## src/rtl/bbmne_pkg.sv

```systemverilog
// Package: shared constants, types and the control store of the note encoder.
`default_nettype none

package bbmne_pkg;

  // Default number of scanned buttons
  localparam int unsigned BUTTON_COUNT_DEF = 32;

  // Message constants
  localparam logic [7:0]  NOTE_STATUS    = 8'h90;
  localparam logic [6:0]  VEL_ON         = 7'd127;
  localparam logic [6:0]  VEL_OFF        = 7'd0;
  localparam logic [15:0] INTERVAL_RESET = 16'd1000;

  // Configuration port
  localparam int unsigned CFG_IDX_W  = 1;
  localparam int unsigned CFG_DATA_W = 16;
  localparam logic [CFG_IDX_W-1:0] CFG_RESEND_EN = 1'b0;
  localparam logic [CFG_IDX_W-1:0] CFG_INTERVAL  = 1'b1;

  // Stream payload widths
  localparam int unsigned S_TDATA_W = 40;
  localparam int unsigned M_TDATA_W = 32;

  // Step counter and its program addresses
  typedef logic [1:0] step_t;
  localparam step_t STEP_WAIT   = 2'd0;
  localparam step_t STEP_RESEND = 2'd1;
  localparam step_t STEP_SCAN   = 2'd2;

  // Datapath operation selected by a control word
  typedef enum logic [1:0] {
    OP_NOP    = 2'd0,
    OP_ACCEPT = 2'd1,
    OP_RESEND = 2'd2,
    OP_SCAN   = 2'd3
  } op_e;

  // Jump condition of a control word
  typedef enum logic [1:0] {
    COND_NEVER     = 2'd0,
    COND_ACCEPT    = 2'd1,
    COND_SCAN_DONE = 2'd2
  } cond_e;

  // One control word: take jump_to when the condition holds, else next_to
  typedef struct packed {
    op_e   op;
    cond_e cond;
    step_t jump_to;
    step_t next_to;
  } ucode_t;

  // One note message
  typedef struct packed {
    logic [7:0] status;
    logic [6:0] note;
    logic [6:0] vel;
  } msg_t;

  // Control store
  function automatic ucode_t ucode_rom(input step_t step);
    ucode_t w;
    case (step)
      STEP_WAIT:   w = '{op: OP_ACCEPT, cond: COND_ACCEPT,
                         jump_to: STEP_RESEND, next_to: STEP_WAIT};
      STEP_RESEND: w = '{op: OP_RESEND, cond: COND_NEVER,
                         jump_to: STEP_WAIT, next_to: STEP_SCAN};
      STEP_SCAN:   w = '{op: OP_SCAN, cond: COND_SCAN_DONE,
                         jump_to: STEP_WAIT, next_to: STEP_SCAN};
      default:     w = '{op: OP_NOP, cond: COND_NEVER,
                         jump_to: STEP_WAIT, next_to: STEP_WAIT};
    endcase
    return w;
  endfunction

endpackage

`default_nettype wire

```

## src/rtl/button_bank_midi_note_encoder_core.sv

```systemverilog
// Top level: scan-tick to note-message encoder run by a small control store.
`default_nettype none

// Each accepted scan tick updates the bank from falling edges of the two
// bank buttons, then a three-step program runs: accept, resend check, and a
// scan step that visits one button index per cycle unless the output side
// stalls, emitting a note message for each changed button into a one-item
// output register. The scan ends at the highest changed button index, or at
// index 0 when nothing changed. The input is not ready again until the last
// message of the tick is in the output register, which then drains while
// the next tick is taken.
module button_bank_midi_note_encoder_core #(
  parameter int unsigned BUTTON_COUNT = bbmne_pkg::BUTTON_COUNT_DEF
) (
  input  logic                             clk_i,
  input  logic                             rst_ni,
  // configuration write port
  input  logic                             cfg_we_i,
  input  logic [bbmne_pkg::CFG_IDX_W-1:0]  cfg_idx_i,
  input  logic [bbmne_pkg::CFG_DATA_W-1:0] cfg_data_i,
  // scan tick input
  input  logic                             s_axis_tvalid,
  output logic                             s_axis_tready,
  // [31:0] pressed_buttons, [32] bank_up_level, [33] bank_down_level
  input  logic [bbmne_pkg::S_TDATA_W-1:0]  s_axis_tdata,
  // note message output
  output logic                             m_axis_tvalid,
  input  logic                             m_axis_tready,
  // [7:0] status_byte, [14:8] note_number, [21:15] velocity,
  // [27:22] current_bank_out
  output logic [bbmne_pkg::M_TDATA_W-1:0]  m_axis_tdata,
  // [0] is_repeat
  output logic [0:0]                       m_axis_tuser,
  output logic                             m_axis_tlast
);
  import bbmne_pkg::*;

  localparam int unsigned IDX_W = $clog2(BUTTON_COUNT);
  localparam logic [IDX_W-1:0] IDX_LAST = IDX_W'(BUTTON_COUNT - 1);
  localparam logic [BUTTON_COUNT-1:0] ONE_HOT0 = BUTTON_COUNT'(1);

  // configuration
  logic        resend_en_q;
  logic [15:0] interval_q;

  // sequencer and datapath state
  step_t                   step_q, step_d;
  logic [5:0]              bank_q, bank_d;
  logic [BUTTON_COUNT-1:0] prev_q, prev_d;
  logic [BUTTON_COUNT-1:0] changed_q, changed_d;
  logic [IDX_W-1:0]        idx_q, idx_d;
  msg_t                    last_msg_q, last_msg_d;
  logic [16:0]             idle_q, idle_d;
  logic                    up_prev_q, up_prev_d;
  logic                    down_prev_q, down_prev_d;

  // output register
  logic       m_valid_q;
  msg_t       m_msg_q;
  logic       m_rep_q;
  logic       m_last_q;
  logic [5:0] m_bank_q;

  // datapath control
  ucode_t                  uc;
  logic                    accepted;
  logic                    slot_free;
  logic                    emit, stall, cond_hit;
  logic                    scan_done;
  msg_t                    emit_msg;
  logic                    emit_rep, emit_last;
  logic [16:0]             idle_inc;
  logic                    fire;
  logic [BUTTON_COUNT-1:0] changed_clr;
  msg_t                    note_msg;
  logic [5:0]              bank_up;
  logic                    up_lvl, down_lvl;

  assign uc            = ucode_rom(step_q);
  assign s_axis_tready = (uc.op == OP_ACCEPT);
  assign accepted      = s_axis_tvalid && s_axis_tready;
  assign slot_free     = !m_valid_q || m_axis_tready;

  assign up_lvl   = s_axis_tdata[BUTTON_COUNT_DEF];
  assign down_lvl = s_axis_tdata[BUTTON_COUNT_DEF + 1];
  assign bank_up  = (!up_lvl && up_prev_q) ? bank_q + 6'd1 : bank_q;

  assign idle_inc    = idle_q + 17'd1;
  assign fire        = idle_inc > {1'b0, interval_q};
  assign changed_clr = changed_q & ~(ONE_HOT0 << idx_q);
  assign scan_done   = (~|changed_clr) || (idx_q == IDX_LAST);

  // note message for the button under the scan index
  assign note_msg.status = NOTE_STATUS | {4'b0000, bank_q[5:2]};
  assign note_msg.note   = {bank_q[1:0], 5'b00000} + 7'(idx_q);
  assign note_msg.vel    = prev_q[idx_q] ? VEL_ON : VEL_OFF;

  // execute the current control word
  always_comb begin
    bank_d      = bank_q;
    prev_d      = prev_q;
    changed_d   = changed_q;
    idx_d       = idx_q;
    last_msg_d  = last_msg_q;
    idle_d      = idle_q;
    up_prev_d   = up_prev_q;
    down_prev_d = down_prev_q;
    emit        = 1'b0;
    emit_msg    = last_msg_q;
    emit_rep    = 1'b0;
    emit_last   = 1'b0;
    stall       = 1'b0;
    case (uc.op)
      OP_ACCEPT: begin
        if (accepted) begin
          // step the bank: up first, then down
          bank_d      = (!down_lvl && down_prev_q) ? bank_up - 6'd1 : bank_up;
          up_prev_d   = up_lvl;
          down_prev_d = down_lvl;
          changed_d   = s_axis_tdata[BUTTON_COUNT-1:0] ^ prev_q;
          prev_d      = s_axis_tdata[BUTTON_COUNT-1:0];
          idx_d       = '0;
        end
      end
      OP_RESEND: begin
        if (resend_en_q) begin
          if (fire) begin
            emit      = 1'b1;
            emit_msg  = last_msg_q;
            emit_rep  = 1'b1;
            emit_last = ~|changed_q;
            if (slot_free) begin
              idle_d = '0;
            end else begin
              stall = 1'b1;
            end
          end else begin
            idle_d = idle_inc;
          end
        end
      end
      OP_SCAN: begin
        if (changed_q[idx_q]) begin
          emit      = 1'b1;
          emit_msg  = note_msg;
          emit_last = ~|changed_clr;
          if (slot_free) begin
            changed_d  = changed_clr;
            last_msg_d = note_msg;
            idle_d     = '0;
          end else begin
            stall = 1'b1;
          end
        end
        if (!stall) begin
          idx_d = idx_q + IDX_W'(1);
        end
      end
      default: ;
    endcase
    // evaluate the jump condition of the control word
    case (uc.cond)
      COND_ACCEPT:    cond_hit = accepted;
      COND_SCAN_DONE: cond_hit = scan_done;
      default:        cond_hit = 1'b0;
    endcase
    // hold on stall, else take the jump or fall to the next step
    if (stall) begin
      step_d = step_q;
    end else if (cond_hit) begin
      step_d = uc.jump_to;
    end else begin
      step_d = uc.next_to;
    end
  end

  // configuration registers
  always_ff @(posedge clk_i or negedge rst_ni) begin
    if (!rst_ni) begin
      resend_en_q <= 1'b0;
      interval_q  <= INTERVAL_RESET;
    end else if (cfg_we_i) begin
      case (cfg_idx_i)
        CFG_RESEND_EN: resend_en_q <= cfg_data_i[0];
        CFG_INTERVAL:  interval_q  <= cfg_data_i[15:0];
        default: ;
      endcase
    end
  end

  // sequencer and datapath state
  always_ff @(posedge clk_i or negedge rst_ni) begin
    if (!rst_ni) begin
      step_q      <= STEP_WAIT;
      bank_q      <= '0;
      prev_q      <= '0;
      changed_q   <= '0;
      idx_q       <= '0;
      last_msg_q  <= '0;
      idle_q      <= '0;
      up_prev_q   <= 1'b1;
      down_prev_q <= 1'b1;
    end else begin
      step_q      <= step_d;
      bank_q      <= bank_d;
      prev_q      <= prev_d;
      changed_q   <= changed_d;
      idx_q       <= idx_d;
      last_msg_q  <= last_msg_d;
      idle_q      <= idle_d;
      up_prev_q   <= up_prev_d;
      down_prev_q <= down_prev_d;
    end
  end

  // output valid
  always_ff @(posedge clk_i or negedge rst_ni) begin
    if (!rst_ni) begin
      m_valid_q <= 1'b0;
    end else if (emit && !stall) begin
      m_valid_q <= 1'b1;
    end else if (m_axis_tready) begin
      m_valid_q <= 1'b0;
    end
  end

  // output payload
  always_ff @(posedge clk_i) begin
    if (emit && !stall) begin
      m_msg_q  <= emit_msg;
      m_rep_q  <= emit_rep;
      m_last_q <= emit_last;
      m_bank_q <= bank_q;
    end
  end

  assign m_axis_tvalid = m_valid_q;
  assign m_axis_tdata  = {4'b0000, m_bank_q, m_msg_q.vel, m_msg_q.note, m_msg_q.status};
  assign m_axis_tuser  = m_rep_q;
  assign m_axis_tlast  = m_last_q;

endmodule

`default_nettype wire

```

## config.mk

```make
export PLATFORM = sky130hd
export DESIGN_NAME = button_bank_midi_note_encoder_core
export DESIGN_NICKNAME = d
export VERILOG_FILES = /design/src/rtl/bbmne_pkg.sv /design/src/rtl/button_bank_midi_note_encoder_core.sv
export SDC_FILE = /design/constraint.sdc
export NUM_CORES = 1
export LEC_CHECK = 0
export BUFFER_PORTS_ARGS = -buffer_cell sky130_fd_sc_hd__buf_2
export CORE_MARGIN = 5
export CORE_UTILIZATION = 33
export DETAILED_ROUTE_END_ITERATION = 16
export PLACE_DENSITY = 0.56
export REMOVE_ABC_BUFFERS = 1
export SYNTH_ARGS = -nofsm -noshare
export SYNTH_HDL_FRONTEND = slang
export SYNTH_SLANG_ARGS = --single-unit
```

## constraint.sdc

```tcl
create_clock -name clk_i -period 4.6 [get_ports clk_i]
set_input_delay 0.92 -clock clk_i [delete_from_list [all_inputs] [get_ports clk_i]]
set_output_delay 0.92 -clock clk_i [all_outputs]
set_load 0.01 [all_outputs]
```

# Word level (Yosys, flattened, before mapping)
# Index checks and enable logic that the tools add are counted.
[totals]
elab_cells = 111
ramBits = 0
ff_bits = 163
input_bits = 62
n_memories = 0
out_inout_bits = 36
latch_bits = 0
mem_bits_ro = 0
[op_classes]
reduce_logical = 25
div = 0
add_sub_neg = 5
n_mux = 40
mul = 0
shift = 1
n_bitwise = 4
magnitude_cmp = 2
n_eq_ne = 13
[op_table]
columns = ["op", "count"]
rows = [
  ["$mux 32", 3],
  ["$mux 17", 4],
  ["$pmux 32 s2", 1],
  ["$reduce_or 32->1", 2],
  ["$mux 22", 2],
  ["$pmux 17 s2", 1],
  ["$and 32x32->32", 1],
  ["$not 32->32", 1],
  ["$shl 1x5->32 const A", 1],
  ["$xor 32x32->32", 1],
  ["$pmux 8 s3", 1],
  ["$add 17x1->17 const B", 1],
  ["$gt 17x16->1", 1],
  ["$mux 1", 15],
  ["$mux 6", 2],
  ["$bmux 1 s5", 2],
  ["$mux 5", 2],
  ["$pmux 5 s2", 1],
  ["$reduce_and 3->1", 3],
  ["$eq 2x2->1 const B", 4],
  ["$ne 2x2->1 const B", 4],
  ["$pmux 1 s2", 4],
  ["$add 7x5->7", 1],
  ["$mux 7", 1],
  ["other kinds (16)", 31],
]

# Longest topological paths before layout
[logic_depth]
ltp_word = 9
ltp_mapped = 15
ltp_nobuf = 14

# Least setup slack after synthesis
# OpenSTA, ideal clock, no wires.
[synth_timing]
path_type = "reg-to-reg"
from = "register idle_q[2]"
to = "register m_msg_q, in the netlist m_axis_tdata[0] (enable)"
required_ns = 4.201
n_path_buf = 0
t_arrival_ns = 4.048
synth_period_minus_slack_ns = 4.447
setup_time_ns = 0.399
path_stages_with_launch = 15
slack_ns = 0.153
path_cell_list = "dfrtp_1 nand3_1 nor4_1 and3_1 and3_1 nor2b_1 or2_2 ha_1 nand4_1 nor3_1 nand2_1 a41o_1 a21oi_1 o21ai_0 nor2_1"
[synth_between]
elab_chain_len = 7
[synth_rtl]
columns = ["item", "line_no", "rtl"]
rows = [
  ["start: declaration", "button_bank_midi_note_encoder_core.sv:53", "logic [16:0] idle_q, idle_d;"],
  ["start signal: assignment", "button_bank_midi_note_encoder_core.sv:210", "idle_q <= idle_d;"],
  ["$add 17x1->17 *", "button_bank_midi_note_encoder_core.sv:88", "assign idle_inc = idle_q + 17'd1;"],
  ["$gt 17x16->1 *", "button_bank_midi_note_encoder_core.sv:89", "assign fire = idle_inc > {1'b0, interval_q};"],
  ["$mux 1", "button_bank_midi_note_encoder_core.sv:127", "if (fire) begin"],
  ["$mux 1", "button_bank_midi_note_encoder_core.sv:126", "if (resend_en_q) begin"],
  ["$pmux 1 s2", "button_bank_midi_note_encoder_core.sv:113", "case (uc.op)"],
  ["$logic_not 1->1", "button_bank_midi_note_encoder_core.sv:229", "if (emit && !stall) begin"],
  ["$logic_and 1x1->1 *", "button_bank_midi_note_encoder_core.sv:229", ""],
  ["end signal: assignment", "button_bank_midi_note_encoder_core.sv:230", "m_msg_q <= emit_msg;"],
  ["end: declaration", "button_bank_midi_note_encoder_core.sv:59", "msg_t m_msg_q;"],
]
# Mark *: on every way between the ends. The rest lies on a longest branch, timed or not.
# A chain may end at the register's enable or synchronous reset.

# Final worst setup path
[layout_timing]
from = "register idle_q[3]"
to = "register idle_q[7]"
[layout_between]
elab_chain_len = 5
[layout_rtl]
columns = ["item", "line_no"]
rows = [
  ["$add 17x1->17 *", "button_bank_midi_note_encoder_core.sv:88"],
  ["$gt 17x16->1", "button_bank_midi_note_encoder_core.sv:89"],
  ["$mux 17 *", "button_bank_midi_note_encoder_core.sv:127"],
  ["$mux 17 *", "button_bank_midi_note_encoder_core.sv:126"],
  ["$pmux 17 s2 *", "button_bank_midi_note_encoder_core.sv:113"],
]
# Mark *: on every way between the ends. The rest lies on a longest branch, timed or not. The select of a mux whose other input is x is not followed.

==> results.sh <==
export IMPL_start_kind="flip-flop"
export IMPL_yosysTopAreaCell="dfrtp_1"
export IMPL_antenna_cells=0
export IMPL_fp_dieH_um=171
export IMPL_cts_tree="done"
export IMPL_synth_edf_count=21
export IMPL_cts_setup_buffers=0
export IMPL_swShare_pct=36.5
export IMPL_drive_gt1_share_pct=28.1
export IMPL_ios=98
export IMPL_powerDensity_nw_per_um2=585
export IMPL_root_buffer="clkbuf_16"
export IMPL_report_final_setup_viol=0
export IMPL_clock_skew_ps=11.2
export IMPL_ant_nets=0
export IMPL_vias=6326
export IMPL_grt_pass1_vias=6311
export IMPL_first_iter_violations=397
export IMPL_antenna_found_initial=1
export IMPL_whs_ps=455
export IMPL_ctsLongestPathBuffers=2
export IMPL_hold_viol=0
export IMPL_cpPeakStageDelay_ps=540
export IMPL_comb_power_share_pct=36.2
export IMPL_reg2reg_depth=15
export IMPL_yosys_most_used_dff="dfrtp_1"
export IMPL_syn_avg_cell_area_sq_um=10.5
export IMPL_die_area_sq_um=29200
export IMPL_tns_ps=0
export IMPL_first_pass_iters=5
export IMPL_start_util_pct=33.2
export IMPL_synthCells=816
export IMPL_grt_ovfl_total=0
export IMPL_rsz0062_at_grt="no"
export IMPL_seq_area_frac_synth_pct=44.7
export IMPL_ys_warn_count=0
export IMPL_leakagePower_nw=4.24
export IMPL_cts_sinks=148
export IMPL_synth_top_cell_area_share_pct=34.8
export IMPL_grt_pass1_wl_mm=33.8
export IMPL_final_min_clock_period_ps=4070
export IMPL_dpl_hpwl_mm=14.8
export IMPL_p_clk_share_pct=24.5
export IMPL_synthArstFlopShare_pct=85.8
export IMPL_cp_cell_sequence="nand2_1 > nor4_1 > and3_1 > and3_1 > nor2b_1 > or2_2 > ha_1 > nand4_1 > or4_1 > o21ai_0 > a41o_1 > and4b_1 > buf_4 > mux2_2 > mux2i_1"
export IMPL_status="complete, no violations"
export IMPL_insertion_delay_ps=430
export IMPL_grt_util_all_layers_pct=14.5
export IMPL_ys_types=68
export IMPL_crit_buf_inv=1
export IMPL_switchingPower_mw=2.12
export IMPL_end_kind="flip-flop"
export IMPL_drv_cap=0
export IMPL_die_width_um=171
export IMPL_crit_required_ps=4940
export IMPL_ys_top_cells_by_area="dfrtp_1 35%, mux2_2 8.7%, edfxtp_1 7.4%"
export IMPL_critical_path_depth=15
export IMPL_hp_class="reg -> reg"
export IMPL_syn_to_final_growth_pct=16.2
export IMPL_finalCritPeriodShare_pct=88.5
export IMPL_cts_resized=0
export IMPL_fmax_ghz=0.246
export IMPL_p_int_mw=3.69
export IMPL_crit_top_cell="and3_1"
export IMPL_crit_family="simple AND/OR/NAND/NOR gates"
export IMPL_num_nets_final=986
export IMPL_core_sq_um=25800
export IMPL_ys_top_cells_by_count="119 x dfrtp_1, 89 x o21ai_0, 83 x nand2_1"
export IMPL_grt_max_degree=66
export IMPL_critical_path_class="reg -> reg"
export IMPL_hold_depth=1
export IMPL_io_buffers=85
export IMPL_wl_per_cell_um=16.6
export IMPL_via_per_inst=5.10
export IMPL_slew_headroom_pct=31.6
export IMPL_path_clk_slew_ps=70
export IMPL_seq_power_share_pct=39.3
export IMPL_synth_most_common_cell="dfrtp_1"
export IMPL_rows=59
export IMPL_cp_slowest_cell="or4_1"
export IMPL_route_detailed_drc=0
export IMPL_cts_max_level=4
export IMPL_cts_hold_buf=0
export IMPL_place_congestion=0.872
export IMPL_synth_seq_cells=148
export IMPL_worst_slew_pin_slew_ps=1030
export IMPL_finalMaxSlewViolations=0
export IMPL_cp_data_arrival_time_ps=4410
export IMPL_syn_area_sq_um=8550
export IMPL_path_max_fanout=21
export IMPL_cts_buffers=17
export IMPL_routed_wl_mm=20.7
export IMPL_peakVddDrop_mv=0.275
[sequential cells by signal, indices dropped and copies added (netlist names)]
| signal | cells |
|---|---|
| idx_q | 5 |
| last_msg_q | 13 |
| step_q | 2 |
| m_bank_q | 6 |
| bank_q | 6 |
| interval_q | 16 |
| prev_q | 32 |
| m_axis_tdata | 13 |
| down_prev_q | 1 |
| changed_q | 32 |
| idle_q | 17 |
| resend_en_q | 1 |
| m_axis_tuser | 1 |
| m_axis_tlast | 1 |
| m_axis_tvalid | 1 |
| up_prev_q | 1 |
[worst register-to-register path, delay by kind of cell (launching register included)]
family	cells	cell delay [ps]
adder cells (fa/ha/maj)	1	290
buffers and inverters	1	250
multiplexers	2	500
flip-flops	1	440
AND/OR/NAND/NOR	9	2230
AO/OA/AOI/OAI	2	270
[cell families (layout without fill, tap and decap cells)]
group                      Yosys count  in the layout  synth area share, %
and+or+nand+nor                    229            229                 13.5
muxes                               92             92                 14.4
other                                1              6               0.0438
DFF                                148            148                 44.7
adders and majority gates           31             31                 4.54
xor gates and xnor gates            52             52                 5.33
buffers and inverters               83            168                 4.51
AOI/OAI and AO/OA                  180            180                 13.1
[layout make-up]
cell class	count	area, sq um
fill	2578	15800
sequential	148	3820
multi-input combinational	590	4380
inverter	25	93.8
clock inverter	12	156
timing repair buffer	111	636
clock buffer	20	437
tap	335	419
[path summary, 6_finish.rpt]
check	endpoint	slack (ps)	startpoint
hold reg to reg	last_msg_q[18]	460	last_msg_q[18]
max in group asynchronous	changed_q[26]	3170	rst_ni
min in group asynchronous	interval_q[4]	590	rst_ni
setup reg to reg	idle_q[7]	530	idle_q[3]
setup / recovery	idle_q[7]	530	idle_q[3]
hold / removal	last_msg_q[18]	460	last_msg_q[18]
[through the flow]
stage	instance area (sq um)	utilization, %	power [mW]	instances	setup WS (ps)
6_report	9940	38.6	5.81	1241	528
2_1_floorplan	8280	-	3.70	763	151
3_5_place_dp	9340	36.2	4.43	1209	291
3_3_place_gp	9340	36.2	4.38	1209	331
5_1_grt	9940	38.6	6.26	1241	241
4_1_cts	9930	38.6	5.88	1241	257
[layer usage]
metal  global-route usage (%)  part of all wire, %  vias to the layer above
li1                         -                    -                     3083
met1                     19.7                   46                     3050
met2                     24.0                   48                      167
met3                     3.12                  4.7                       24
met4                     3.41                  1.3                        2
met5                        0                0.053                        -
[power groups by stage]
stage / Combinational (mW) / Clock [mW] / Sequential (mW)
finish: 2.11 / 1.42 / 2.28
global placement: 2.09 / 0 / 2.29
global route: 2.38 / 1.52 / 2.35
CTS: 2.14 / 1.46 / 2.28
floorplan: 1.53 / 0 / 2.17
detailed placement: 2.13 / 0 / 2.30
[layout by cell type, fill, tap and decap left out, types with 9 or more instances in the layout]
| master | Yosys | final |
|---|---|---|
| clkbuf_16 | 0 | 17 |
| a31oi_1 | 18 | 18 |
| mux4_2 | 18 | 18 |
| xor2_1 | 9 | 9 |
| o21ai_0 | 89 | 89 |
| edfxtp_1 | 21 | 21 |
| nand2_1 | 83 | 82 |
| buf_2 | 6 | 84 |
| nor3_1 | 10 | 10 |
| nand2b_1 | 13 | 13 |
| mux2_2 | 66 | 66 |
| a21oi_1 | 19 | 19 |
| ha_1 | 31 | 31 |
| buf_4 | 17 | 26 |
| dfrtp_1 | 119 | 119 |
| inv_1 | 25 | 25 |
| nand4_1 | 9 | 9 |
| nand3_1 | 12 | 12 |
| nor2_1 | 42 | 41 |
| xnor2_1 | 43 | 43 |
Power figures use the tool's default switching activity.
